[src/design/assert_macros.svh]
// ----------------------------------------------------------------------------
// assert_macros.svh
// assertion helpers for the stepper top-level design file
// ----------------------------------------------------------------------------
`ifndef ASSERT_MACROS_SVH
`define ASSERT_MACROS_SVH

// clocked assertion, disabled while reset is high
`define UDP_ASSERT(lbl, clk_s, rst_s, prop) \
  lbl: assert property (@(posedge clk_s) disable iff (rst_s) prop) \
    else $error("assertion failed");

// clocked assertion that also holds during reset
`define UDP_ASSERT_ALWAYS(lbl, clk_s, prop) \
  lbl: assert property (@(posedge clk_s) prop) \
    else $error("assertion failed");

`endif

[src/design/udp_pkg.sv]
// ----------------------------------------------------------------------------
// udp_pkg
// types and constants of the up/down potentiometer tap stepper
// ----------------------------------------------------------------------------
package udp_pkg;

  localparam int TAP_LAST_DEF   = 255;
  localparam int COUNT_BITS_DEF = 16;
  localparam int TAP_RESET      = 128;

  localparam logic [7:0]  DESIRED_TAP_RST = 8'd128;
  localparam logic [15:0] DIR_SETUP_RST   = 16'd25;
  localparam logic [15:0] INC_LOW_RST     = 16'd50;
  localparam logic [15:0] INC_HIGH_RST    = 16'd25;

  localparam int CFG_DATA_BITS = 16;
  localparam int CFG_IDX_BITS  = 2;

  typedef enum logic [CFG_IDX_BITS-1:0] {
    CFG_DESIRED_TAP = 2'd0,
    CFG_DIR_SETUP   = 2'd1,
    CFG_INC_LOW     = 2'd2,
    CFG_INC_HIGH    = 2'd3
  } cfg_idx_t;

  typedef enum logic [2:0] {
    PH_IDLE     = 3'd0,
    PH_DECIDE   = 3'd1,
    PH_SETUP    = 3'd2,
    PH_INC_LOW  = 3'd3,
    PH_INC_HIGH = 3'd4
  } phase_t;

  typedef struct packed {
    logic [15:0] inc_high_ticks;
    logic [15:0] inc_low_ticks;
    logic [15:0] dir_setup_ticks;
    logic [7:0]  desired_tap;
  } cfg_t;

  typedef struct packed {
    logic       busy_res;
    logic [7:0] tap_position;
    logic       increment_level;
    logic       up_down_level;
    logic       chip_select_n;
  } res_t;

endpackage

[src/design/udp_cfg.sv]
// ----------------------------------------------------------------------------
// udp_cfg
// configuration register file, written through a plain write port
// ----------------------------------------------------------------------------
module udp_cfg (
  input  logic                               clk,
  input  logic                               rst,
  input  logic                               cfg_we,
  input  logic [udp_pkg::CFG_IDX_BITS-1:0]   cfg_index,
  input  logic [udp_pkg::CFG_DATA_BITS-1:0]  cfg_wdata,
  output udp_pkg::cfg_t                      cfg
);
  import udp_pkg::*;

  always_ff @(posedge clk) begin
    if (rst) begin
      cfg.desired_tap     <= DESIRED_TAP_RST;
      cfg.dir_setup_ticks <= DIR_SETUP_RST;
      cfg.inc_low_ticks   <= INC_LOW_RST;
      cfg.inc_high_ticks  <= INC_HIGH_RST;
    end else if (cfg_we) begin
      case (cfg_idx_t'(cfg_index))
        CFG_DESIRED_TAP: cfg.desired_tap     <= cfg_wdata[7:0];
        CFG_DIR_SETUP:   cfg.dir_setup_ticks <= cfg_wdata[15:0];
        CFG_INC_LOW:     cfg.inc_low_ticks   <= cfg_wdata[15:0];
        CFG_INC_HIGH:    cfg.inc_high_ticks  <= cfg_wdata[15:0];
        default: ;
      endcase
    end
  end

endmodule

[src/design/udp_core.sv]
// ----------------------------------------------------------------------------
// udp_core
// step sequencer state, next-state logic and registered result
// ----------------------------------------------------------------------------
module udp_core #(
  parameter int TAP_LAST   = udp_pkg::TAP_LAST_DEF,
  parameter int COUNT_BITS = udp_pkg::COUNT_BITS_DEF
) (
  input  logic          clk,
  input  logic          rst,
  input  udp_pkg::cfg_t cfg,
  input  logic          in_valid,
  output logic          in_ready,
  input  logic          tick,
  output logic          out_valid,
  input  logic          out_ready,
  output udp_pkg::res_t res
);
  import udp_pkg::*;

  localparam int TAP_BITS = $clog2(TAP_LAST + 1);
  localparam int CMP_BITS = (TAP_BITS > 8) ? TAP_BITS : 8;
  localparam int CW       = ((COUNT_BITS > 16) ? COUNT_BITS : 16) + 1;
  localparam int TAP_INIT = (TAP_RESET > TAP_LAST) ? TAP_LAST : TAP_RESET;

  localparam logic [TAP_BITS-1:0]   TAP_LAST_V = TAP_BITS'(TAP_LAST);
  localparam logic [CMP_BITS-1:0]   TAP_LAST_C = CMP_BITS'(TAP_LAST);
  localparam logic [COUNT_BITS-1:0] COUNT_MAX  = {COUNT_BITS{1'b1}};

  phase_t                phase, phase_next;
  logic [COUNT_BITS-1:0] tick_count, tick_count_next;
  logic [TAP_BITS-1:0]   wiper_tap, wiper_tap_next;
  logic                  step_up, step_up_next;

  logic [CMP_BITS-1:0]   tgt, wiper_c;
  logic [COUNT_BITS:0]   cnt_inc;
  logic [COUNT_BITS-1:0] cnt_sat;
  logic [CW-1:0]         cnt_cmp;
  logic [15:0]           limit;
  logic                  cnt_done;
  logic                  stepping;
  logic                  accept;

  assign in_ready = !out_valid || out_ready;
  assign accept   = in_valid && in_ready;

  assign tgt     = (CMP_BITS'(cfg.desired_tap) > TAP_LAST_C) ? TAP_LAST_C
                 : CMP_BITS'(cfg.desired_tap);
  assign wiper_c = CMP_BITS'(wiper_tap);

  // saturating tick counter and end-of-phase compare
  always_comb begin
    case (phase)
      PH_SETUP:    limit = cfg.dir_setup_ticks;
      PH_INC_LOW:  limit = cfg.inc_low_ticks;
      default:     limit = cfg.inc_high_ticks;
    endcase
    cnt_inc  = {1'b0, tick_count} + (COUNT_BITS+1)'(1);
    cnt_sat  = cnt_inc[COUNT_BITS] ? COUNT_MAX : cnt_inc[COUNT_BITS-1:0];
    cnt_cmp  = CW'(cnt_sat);
    cnt_done = (cnt_cmp >= CW'(limit)) || (cnt_sat == COUNT_MAX);
  end

  always_comb begin
    phase_next      = phase;
    tick_count_next = tick_count;
    wiper_tap_next  = wiper_tap;
    step_up_next    = step_up;
    if (tick) begin
      case (phase)
        PH_DECIDE: begin
          if (tgt < wiper_c) begin
            step_up_next = 1'b0;
            phase_next   = PH_SETUP;
          end else if (tgt > wiper_c) begin
            step_up_next = 1'b1;
            phase_next   = PH_SETUP;
          end else begin
            phase_next = PH_IDLE;
          end
        end
        PH_SETUP, PH_INC_LOW, PH_INC_HIGH: begin
          tick_count_next = cnt_done ? '0 : cnt_sat;
          if (cnt_done) begin
            case (phase)
              PH_SETUP:   phase_next = PH_INC_LOW;
              PH_INC_LOW: phase_next = PH_INC_HIGH;
              default: begin
                phase_next = PH_DECIDE;
                if (step_up) begin
                  if (wiper_tap < TAP_LAST_V) wiper_tap_next = wiper_tap + TAP_BITS'(1);
                end else begin
                  if (wiper_tap != '0) wiper_tap_next = wiper_tap - TAP_BITS'(1);
                end
              end
            endcase
          end
        end
        default: begin
          tick_count_next = '0;
          phase_next      = (tgt != wiper_c) ? PH_DECIDE : PH_IDLE;
        end
      endcase
    end
  end

  assign stepping = (phase_next == PH_SETUP) || (phase_next == PH_INC_LOW)
                 || (phase_next == PH_INC_HIGH);

  always_ff @(posedge clk) begin
    if (rst) begin
      phase      <= PH_IDLE;
      tick_count <= '0;
      wiper_tap  <= TAP_BITS'(TAP_INIT);
      step_up    <= 1'b0;
      out_valid  <= 1'b0;
    end else begin
      if (accept) begin
        phase      <= phase_next;
        tick_count <= tick_count_next;
        wiper_tap  <= wiper_tap_next;
        step_up    <= step_up_next;
        out_valid  <= 1'b1;
      end else if (out_ready) begin
        out_valid <= 1'b0;
      end
    end
  end

  always_ff @(posedge clk) begin
    if (accept) begin
      res.chip_select_n   <= !stepping;
      res.up_down_level   <= step_up_next;
      res.increment_level <= (phase_next != PH_INC_LOW);
      res.tap_position    <= 8'(wiper_tap_next);
      res.busy_res        <= stepping || (tgt != CMP_BITS'(wiper_tap_next));
    end
  end

endmodule

[src/design/updown_pot_tap_stepper_top.sv]
// ----------------------------------------------------------------------------
// updown_pot_tap_stepper_top
// up/down plus increment pin sequencer for a stepping digital potentiometer
// ----------------------------------------------------------------------------
// One input transaction is one timer tick (tick = 1) or an idle slot
// (tick = 0); each produces exactly one result transaction carrying the pin
// levels and status after that tick. A transaction is taken every cycle:
// unless m_tready stalls a full result register: the sequencer update is a
// few compares and one counter increment between the state registers and
// the result register, so the result appears the cycle after acceptance and
// s_tready stays high whenever the result register is empty or being taken
// in the same cycle. Configuration writes take effect on the next cycle.
module updown_pot_tap_stepper_top #(
  parameter int TAP_LAST   = udp_pkg::TAP_LAST_DEF,
  parameter int COUNT_BITS = udp_pkg::COUNT_BITS_DEF
) (
  input  logic                              clk,
  input  logic                              rst,
  input  logic                              cfg_we,
  input  logic [udp_pkg::CFG_IDX_BITS-1:0]  cfg_index,
  input  logic [udp_pkg::CFG_DATA_BITS-1:0] cfg_wdata,
  input  logic                              s_tvalid,
  output logic                              s_tready,
  input  logic [7:0]                        s_tdata,  // [0] tick
  output logic                              m_tvalid,
  input  logic                              m_tready,
  // [0] chip_select_n, [1] up_down_level, [2] increment_level,
  // [10:3] tap_position, [11] busy_res
  output logic [15:0]                       m_tdata
);
  import udp_pkg::*;

  `include "assert_macros.svh"

  cfg_t cfg;
  res_t res;

  udp_cfg u_cfg (
    .clk       (clk),
    .rst       (rst),
    .cfg_we    (cfg_we),
    .cfg_index (cfg_index),
    .cfg_wdata (cfg_wdata),
    .cfg       (cfg)
  );

  udp_core #(
    .TAP_LAST   (TAP_LAST),
    .COUNT_BITS (COUNT_BITS)
  ) u_core (
    .clk       (clk),
    .rst       (rst),
    .cfg       (cfg),
    .in_valid  (s_tvalid),
    .in_ready  (s_tready),
    .tick      (s_tdata[0]),
    .out_valid (m_tvalid),
    .out_ready (m_tready),
    .res       (res)
  );

  assign m_tdata = {4'b0000, res};

  `UDP_ASSERT(a_idle_not_busy, clk, rst, m_tvalid && !m_tdata[11] |-> m_tdata[0])
  `UDP_ASSERT(a_inc_low_selected, clk, rst, m_tvalid && !m_tdata[2] |-> !m_tdata[0])
  `UDP_ASSERT(a_accept_gives_result, clk, rst, s_tvalid && s_tready |=> m_tvalid)
  `UDP_ASSERT_ALWAYS(a_reset_clears_out, clk, rst |=> !m_tvalid)

endmodule

[config.mk]
export PLATFORM = sky130hd
export DESIGN_NAME = updown_pot_tap_stepper_top
export DESIGN_NICKNAME = d
export VERILOG_FILES = /design/src/design/udp_pkg.sv /design/src/design/udp_cfg.sv /design/src/design/udp_core.sv /design/src/design/updown_pot_tap_stepper_top.sv
export VERILOG_INCLUDE_DIRS = /design/src /design/src/design
export SDC_FILE = /design/constraint.sdc
export NUM_CORES = 1
export LEC_CHECK = 0
export ABC_AREA = 1
export BUFFER_PORTS_ARGS = -buffer_cell sky130_fd_sc_hd__buf_2
export CORE_AREA = 5 5 133 135
export CTS_CLUSTER_DIAMETER = 120
export DETAILED_ROUTE_END_ITERATION = 10
export DIE_AREA = 0 0 138 140
export HOLD_SLACK_MARGIN = 0.05
export PLACE_DENSITY = 0.58
export SLEW_MARGIN = 40
export SYNTH_ARGS = -nofsm -noshare
export SYNTH_HDL_FRONTEND = slang
export SYNTH_SLANG_ARGS = --single-unit
[constraint.sdc]
create_clock -name clk -period 4.3 [get_ports clk]
set_input_delay 0.215 -clock clk [delete_from_list [all_inputs] [get_ports clk]]
set_output_delay 0.215 -clock clk [all_outputs]
set_load 0.01 [all_outputs]
**After elaboration in Yosys (flattened, before gate mapping)**

Index checks and enable logic that the tools add are counted.

- Register bits: 97
- Latch bits: 0
- Memory bits (writable): 0
- Memory bits (read-only): 0
- Input port bits: 31
- Output and inout bits: 18
- Memories: 0

- Add/subtract/negate cells: 3
- Multipliers: 0
- Div/mod/pow operators: 0
- $lt $le $gt $ge: 5
- Eq/ne operators: 14
- Shift operators: 0
- Multiplexer cells: 25
- Bitwise operators: 1
- Reductions and logical operators: 18

Operator list:

| cell | number |
|---|---|
| 8-bit 2-to-1 mux | 8 |
| 16-bit one-hot mux with 2 select lines | 2 |
| 16-bit 2-to-1 mux | 2 |
| 16-bit by 1-bit adder with 17-bit output, second input constant | 1 |
| 16-bit equality test, second input constant | 1 |
| 16-bit greater-or-equal comparator | 1 |
| 8-bit != test | 2 |
| 3-bit by 2-bit equality test with 1-bit output, second input constant | 4 |
| 3-bit one-hot mux with 2 select lines | 2 |
| 3-bit 2-to-1 mux | 3 |
| 8-bit by 1-bit adder with 8-bit output, second input constant | 1 |
| 8-bit greater-than comparator | 1 |
| 8-bit greater-than comparator, second input constant | 1 |
| 8-bit < comparator | 1 |
| 8-bit < comparator, second input constant | 1 |
| 2-bit AND reduction | 4 |
| 8-bit nonzero test | 1 |
| 8-bit by 1-bit subtractor with 8-bit output, second input constant | 1 |
| 1-bit 2-to-1 mux | 7 |
| 3-bit equality test, second input constant | 2 |
| 1-bit logical OR | 5 |
| 2-bit equality test, second input constant | 2 |
| 3-bit by 1-bit equality test with 1-bit output, second input constant | 1 |
| 3-bit by 2-bit != test with 1-bit output, second input constant | 1 |
| 10 further kinds | 11 |

**Longest topological paths before layout**

- Word-level depth: 11
- Mapped depth: 28
- Mapped depth without buffers: 26

**Modules after synthesis**

A second synthesis with hierarchy kept.

- Cells, all modules: 932
- Area total of the unflattened synthesis: 6048.3 um^2

Modules (own cells, without submodules):

| module | times used | cells an instance | area an instance (um^2) |
|---|---|---|---|
| udp_core | 1 | 580 | 3734.8 |
| udp_cfg | 1 | 347 | 2279.7 |
| updown_pot_tap_stepper_top | 1 | 5 | 33.8 |

**Least setup slack after synthesis**

No wires, ideal clock.

- Path type: register to register
- Start: register u_core.phase[1]
- End: register u_core.res[11] (netlist name)
- Arrival time: 3.395 ns
- Setup slack: 0.643 ns
- Stages on the path, launching flop included: 27
- Cells stage by stage: dfxtp_1 inv_1 nor2_1 inv_1 clkbuf_1 buf_1 nor2_1 inv_1 o221ai_1 ha_1 nand2_1 inv_1 o21ai_0 a21oi_1 nor2_1 nand2_1 a21oi_1 nand2_4 buf_8 nand2_1 nand2_1 nand2_1 nand2_1 nand2_1 nand3_1 nor2_1 nand3_1

- Cells in the longest elaborated chain, start to end: 11
- Elaborated cells on any way between the ends: 24

Ends and longest elaborated chain:

| what | RTL line | RTL |
|---|---|---|
| start: declaration | udp_core.sv:30 | `phase_t phase, phase_next;` |
| start signal: assignment | udp_core.sv:119 | `phase <= phase_next;` |
| 3-bit by 2-bit equality test with 1-bit output | udp_core.sv:53, udp_core.sv:70, udp_core.sv:85 |  |
| 16-bit one-hot mux with 2 select lines | udp_core.sv:53 | `case (phase)` |
| 16-bit greater-or-equal comparator | udp_core.sv:61 | `cnt_done = (cnt_cmp >= CW'(limit)) \|\| (cnt_sat == COUNT_MAX);` |
| 1-bit logical OR | udp_core.sv:61 |  |
| 3-bit 2-to-1 mux | udp_core.sv:84 | `if (cnt_done) begin` |
| 3-bit one-hot mux with 2 select lines | udp_core.sv:70 | `case (phase)` |
| 3-bit 2-to-1 mux | udp_core.sv:69 | `if (tick) begin` |
| 3-bit by 2-bit equality test with 1-bit output | udp_core.sv:107 | `assign stepping = (phase_next == PH_SETUP) \|\| (phase_next == PH_INC_LOW)` |
| 1-bit logical OR | udp_core.sv:107 |  |
| 1-bit logical OR | udp_core.sv:108 | `\|\| (phase_next == PH_INC_HIGH);` |
| 1-bit logical OR (*) | udp_core.sv:136 | `res.busy_res <= stepping \|\| (tgt != CMP_BITS'(wiper_tap_next));` |

Every way passes the cells marked *; elsewhere a longest branch is shown, timed or not.
A chain may end at the register's enable or synchronous reset.

**Worst setup path in the final report**

- Start: register u_core.phase[1]
- End: register u_core.res[11] (netlist name)

- Cells in the longest elaborated chain, start to end: 11
- Elaborated cells on any way between the ends: 24

Ends and longest elaborated chain:

| what | RTL line |
|---|---|
| 3-bit by 2-bit equality test with 1-bit output | udp_core.sv:53, udp_core.sv:70, udp_core.sv:85 |
| 16-bit one-hot mux with 2 select lines | udp_core.sv:53 |
| 16-bit greater-or-equal comparator | udp_core.sv:61 |
| 1-bit logical OR | udp_core.sv:61 |
| 3-bit 2-to-1 mux | udp_core.sv:84 |
| 3-bit one-hot mux with 2 select lines | udp_core.sv:70 |
| 3-bit 2-to-1 mux | udp_core.sv:69 |
| 3-bit by 2-bit equality test with 1-bit output | udp_core.sv:107 |
| 1-bit logical OR | udp_core.sv:107 |
| 1-bit logical OR | udp_core.sv:108 |
| 1-bit logical OR (*) | udp_core.sv:136 |

Marked as above.

==> flow_metrics.py <==
metrics = {
    "setup_path": {
        "critPathRequiredTime_ns": 4.39,
        "path_max_fanout": 13,
        "cp-start-kind": "register",
        "critical_path.slowest_cell": "o221ai_1",
        "worst-endpoint-arrival_ns": 3.89,
        "max_stage_delay_ns": 0.42,
        "path_cells": "inv_1, nor2_1, inv_1, nor2_2, clkinv_1, o221ai_1, ha_1, a21oi_1, o21a_1, nand2_1, nand2_1, nand2_1, a21oi_1, nand2_4, nand2_2, nand2_1, nand2_1, nand2_1, nand2_1, nand2_1, nor2_1, nand3_1",
        "cp_top_family": "simple AND/OR/NAND/NOR gates",
        "crit_top_cell": "nand2_1",
        "endpoint_kind": "register",
        "cp_num_buf_inv": 3,
        "r2r-start": "u_core.phase[1]$_SDFFE_PP0P_",
        "worstSetupPathType": "reg2reg",
        "reg2regPathDepth": 22,
        "crit-reg2reg-capture": "u_core.res[11]$_DFFE_PP_",
        "reg2reg_slack_ns": 0.50,
    },
    "power": {
        "p_total_uw": 2204,
        "leakagePower_uw": 0.002781,
        "p_comb_share_pct": 15.8,
        "power_density_nw_per_um2": 350.5,
        "netSwitchingPower_uw": 650.3,
        "switching_share_pct": 29.50,
        "p_int_uw": 1554,
        "clock_power_share_pct": 39.1,
        "pwr-share-seq_pct": 45.1,
        "ir_worst_vdd_mv": 0.2004,
    },
    "placement": {
        "numPortBuffers": 37,
        "globalplace.congestion": 0.8756,
        "hpwl_um": 10370,
    },
    "detailed_routing": {
        "drc_errors": 0,
        "wl_um": 14530,
        "vias": 5253,
        "wl_per_cell_um": 13.61,
        "antenna_left": 0,
        "first_iter_violations": 286,
        "vias_per_cell": 4.923,
        "first_pass_iters": 5,
    },
    "cells_and_area": {
        "n_antenna_cell": 0,
        "nets": 901,
        "drive_above_1_share_pct": 9.917,
        "syn2layout_area_growth_pct": 12.49,
        "fill_cells": 1836,
    },
    "timing": {
        "max_slew.worst_pin.slew_ns": 0.7590,
        "skew_ns": 0.01569,
        "hold_violations": 0,
        "clock.fmax_mhz": 263.4,
        "relSlewSlack_pct": 49.08,
        "fin_crit_ns": 3.797,
        "rsz0062_at_grt": "false",
        "setup_viol": 0,
        "period_share_pct": 88.30,
        "maxSlewViolCount": 0,
        "finalSetupTns_ns": 0,
    },
    "clock_network": {
        "cts_tree": "built",
        "post_cts_buffers": 0,
        "clk_path_buf_depth": 2,
        "insertion_delay_ns": 0.35,
        "post_cts_resized": 0,
        "cts_buffers": 9,
        "path_clk_slew_ns": 0.08,
        "cts-root-buf": "clkbuf_16",
        "cts_hold_buf": 0,
        "clock_sinks": 97,
        "htreeDepth": 3,
    },
    "synthesis": {
        "ys_ff_latch": 97,
        "synthDistinctLibCells": 41,
        "ys_warn_count": 0,
        "synthArstFlopShare_pct": 0,
        "synthesis.area_um2": 5590,
        "netlist_instances": 815,
        "synth-edff-count": 12,
        "yosysSeqAreaShare_pct": 36.88,
        "syn_avg_cell_area_um2": 6.859,
        "ys.flop_type": "dfxtp_1",
    },
    "grt": {
        "grt_overflow_total": 0,
        "grt_max_degree": 64,
        "grtUsageTotal_pct": 15.00,
        "antenna_found_initial": 0,
        "grt_pass1_wl_um": 24160,
        "grt_pass1_vias": 4707,
    },
    "status": {
        "status": "finished, final reports clean",
    },
    "die": {
        "rows": 47,
        "die_x_um": 138,
        "die_h_um": 140,
        "die-area_um2": 19320,
        "start_util_pct": 34.20,
        "ioPinCount": 49,
        "coreArea_um2": 16350,
    },
    "hold_path": {
        "holdPathStages": 3,
        "min-delay-start": "cfg_wdata[14]",
        "hold_class": "in2reg",
        "holdPathEnd": "u_cfg.cfg[38]$_SDFFE_PP0P_",
    },
    "flow_run": {
        "max-cap-violations": 0,
    },
}
## routing by layer
metal / track usage, % / vias to the layer above / part of all wire [%]
li1: - / 2743 / -
met1: 21.51 / 2417 / 50
met2: 23.79 / 82 / 46
met3: 2.079 / 11 / 2.9
met4: 3.900 / 0 / 1.2
met5: 0 / - / 0
## worst max-delay path by stage
stage	slack (ns)	depth (start not counted)	start	end
finish	0.50	22	u_core.phase[1]$_SDFFE_PP0P_	u_core.res[11]$_DFFE_PP_
global placement	0.49	21	u_core.phase[1]$_SDFFE_PP0P_	u_core.res[11]$_DFFE_PP_
detailed placement	0.48	21	u_core.phase[1]$_SDFFE_PP0P_	u_core.res[11]$_DFFE_PP_
global route	0.08	18	u_core.phase[1]$_SDFFE_PP0P_	u_core.tick_count[0]$_SDFFE_PP0P_
CTS	0.46	21	u_core.phase[1]$_SDFFE_PP0P_	u_core.res[11]$_DFFE_PP_
floorplan	0.64	26	u_core.phase[1]$_SDFFE_PP0P_	u_core.res[11]$_DFFE_PP_
## power groups by stage
stage,Clock [µW],Sequential (µW),Combinational [µW]
3_3_place_gp,0,1020,346
4_1_cts,876,995,348
2_1_floorplan,0,1010,247
5_1_grt,922,1000,400
3_5_place_dp,0,1020,346
6_report,862,995,348
## synth_stat cells (all sizes together) (4+ instances only)
cell      n  share of area, %
nand3    63               5.8
ha       28               6.3
a221oi    6              0.94
nand3b    4              0.54
clkbuf   23               1.5
a21oi    74               6.6
xnor2     4              0.63
buf       7              0.96
nor3      8              0.92
inv      92               6.2
edfxtp   12               6.4
nand4     8               1.0
o221ai    7               1.1
xor2      5              0.78
nor2    113               8.1
o21ai    82               7.5
nand2   180                13
dfxtp    85                30
## cell type report
cell class / instances / area (µm²) / share of cell area (%)
sequential: 97 / 2062 / 32.79
clock buffer: 9 / 225.2 / 3.581
timing repair buffer: 43 / 230.2 / 3.661
inverter: 94 / 355.3 / 5.651
clock inverter: 7 / 93.84 / 1.492
multi-input combinational: 597 / 3047 / 48.45
tap: 220 / 275.3 / 4.377
## worst min-delay path, stage by stage
cell    delay, ns
buf_2        0.10
nor2_1       0.04
nor2_1       0.08
## sequential cells by signal, indices dropped and copies added (netlist names)
| name | count |
|---|---|
| u_cfg.cfg | 56 |
| u_core.tick_count | 16 |
| u_core.res | 12 |
| u_core.wiper_c | 8 |
| u_core.phase | 3 |
| u_core.out_valid | 1 |
| u_core.step_up | 1 |
## kinds of logic after synthesis
logic type,share of synthesized area [%]
flops,36.88
xor+xnor,1.410
simple gates,28.94
compound gates,17.61
other cells,0.06708
fa+ha+maj,6.267
buf+inv,8.818
## stage by stage
stage          cells  area [µm²]  hold slack, ns  setup slack [ns]  util, %
3_3_place_gp    1051        5967          0.4412            0.4889    36.50
4_1_cts         1067        6289          0.1087            0.4551    38.47
5_1_grt         1067        6289          0.1203           0.07697    38.47
3_5_place_dp    1051        5969          0.4476            0.4775    36.51
6_report        1067        6289          0.1127            0.5030    38.47
2_1_floorplan    818        5602          0.3282            0.6432        -
## cell usage in the layout, fill, tap and decap left out, types with 5 or more instances in the layout
cell type  instances
a21oi_1           74
a221oi_1           6
buf_2             37
buf_4              6
clkbuf_16          9
dfxtp_1           85
edfxtp_1          12
ha_1              28
inv_1             88
nand2_1          172
nand2_2            7
nand3_1           61
nand4_1            7
nor2_1           105
nor2_2             6
nor3_1             7
o21ai_0           80
o221ai_1           7
xor2_1             5
Note: power is estimated with default switching activity, not from simulation.
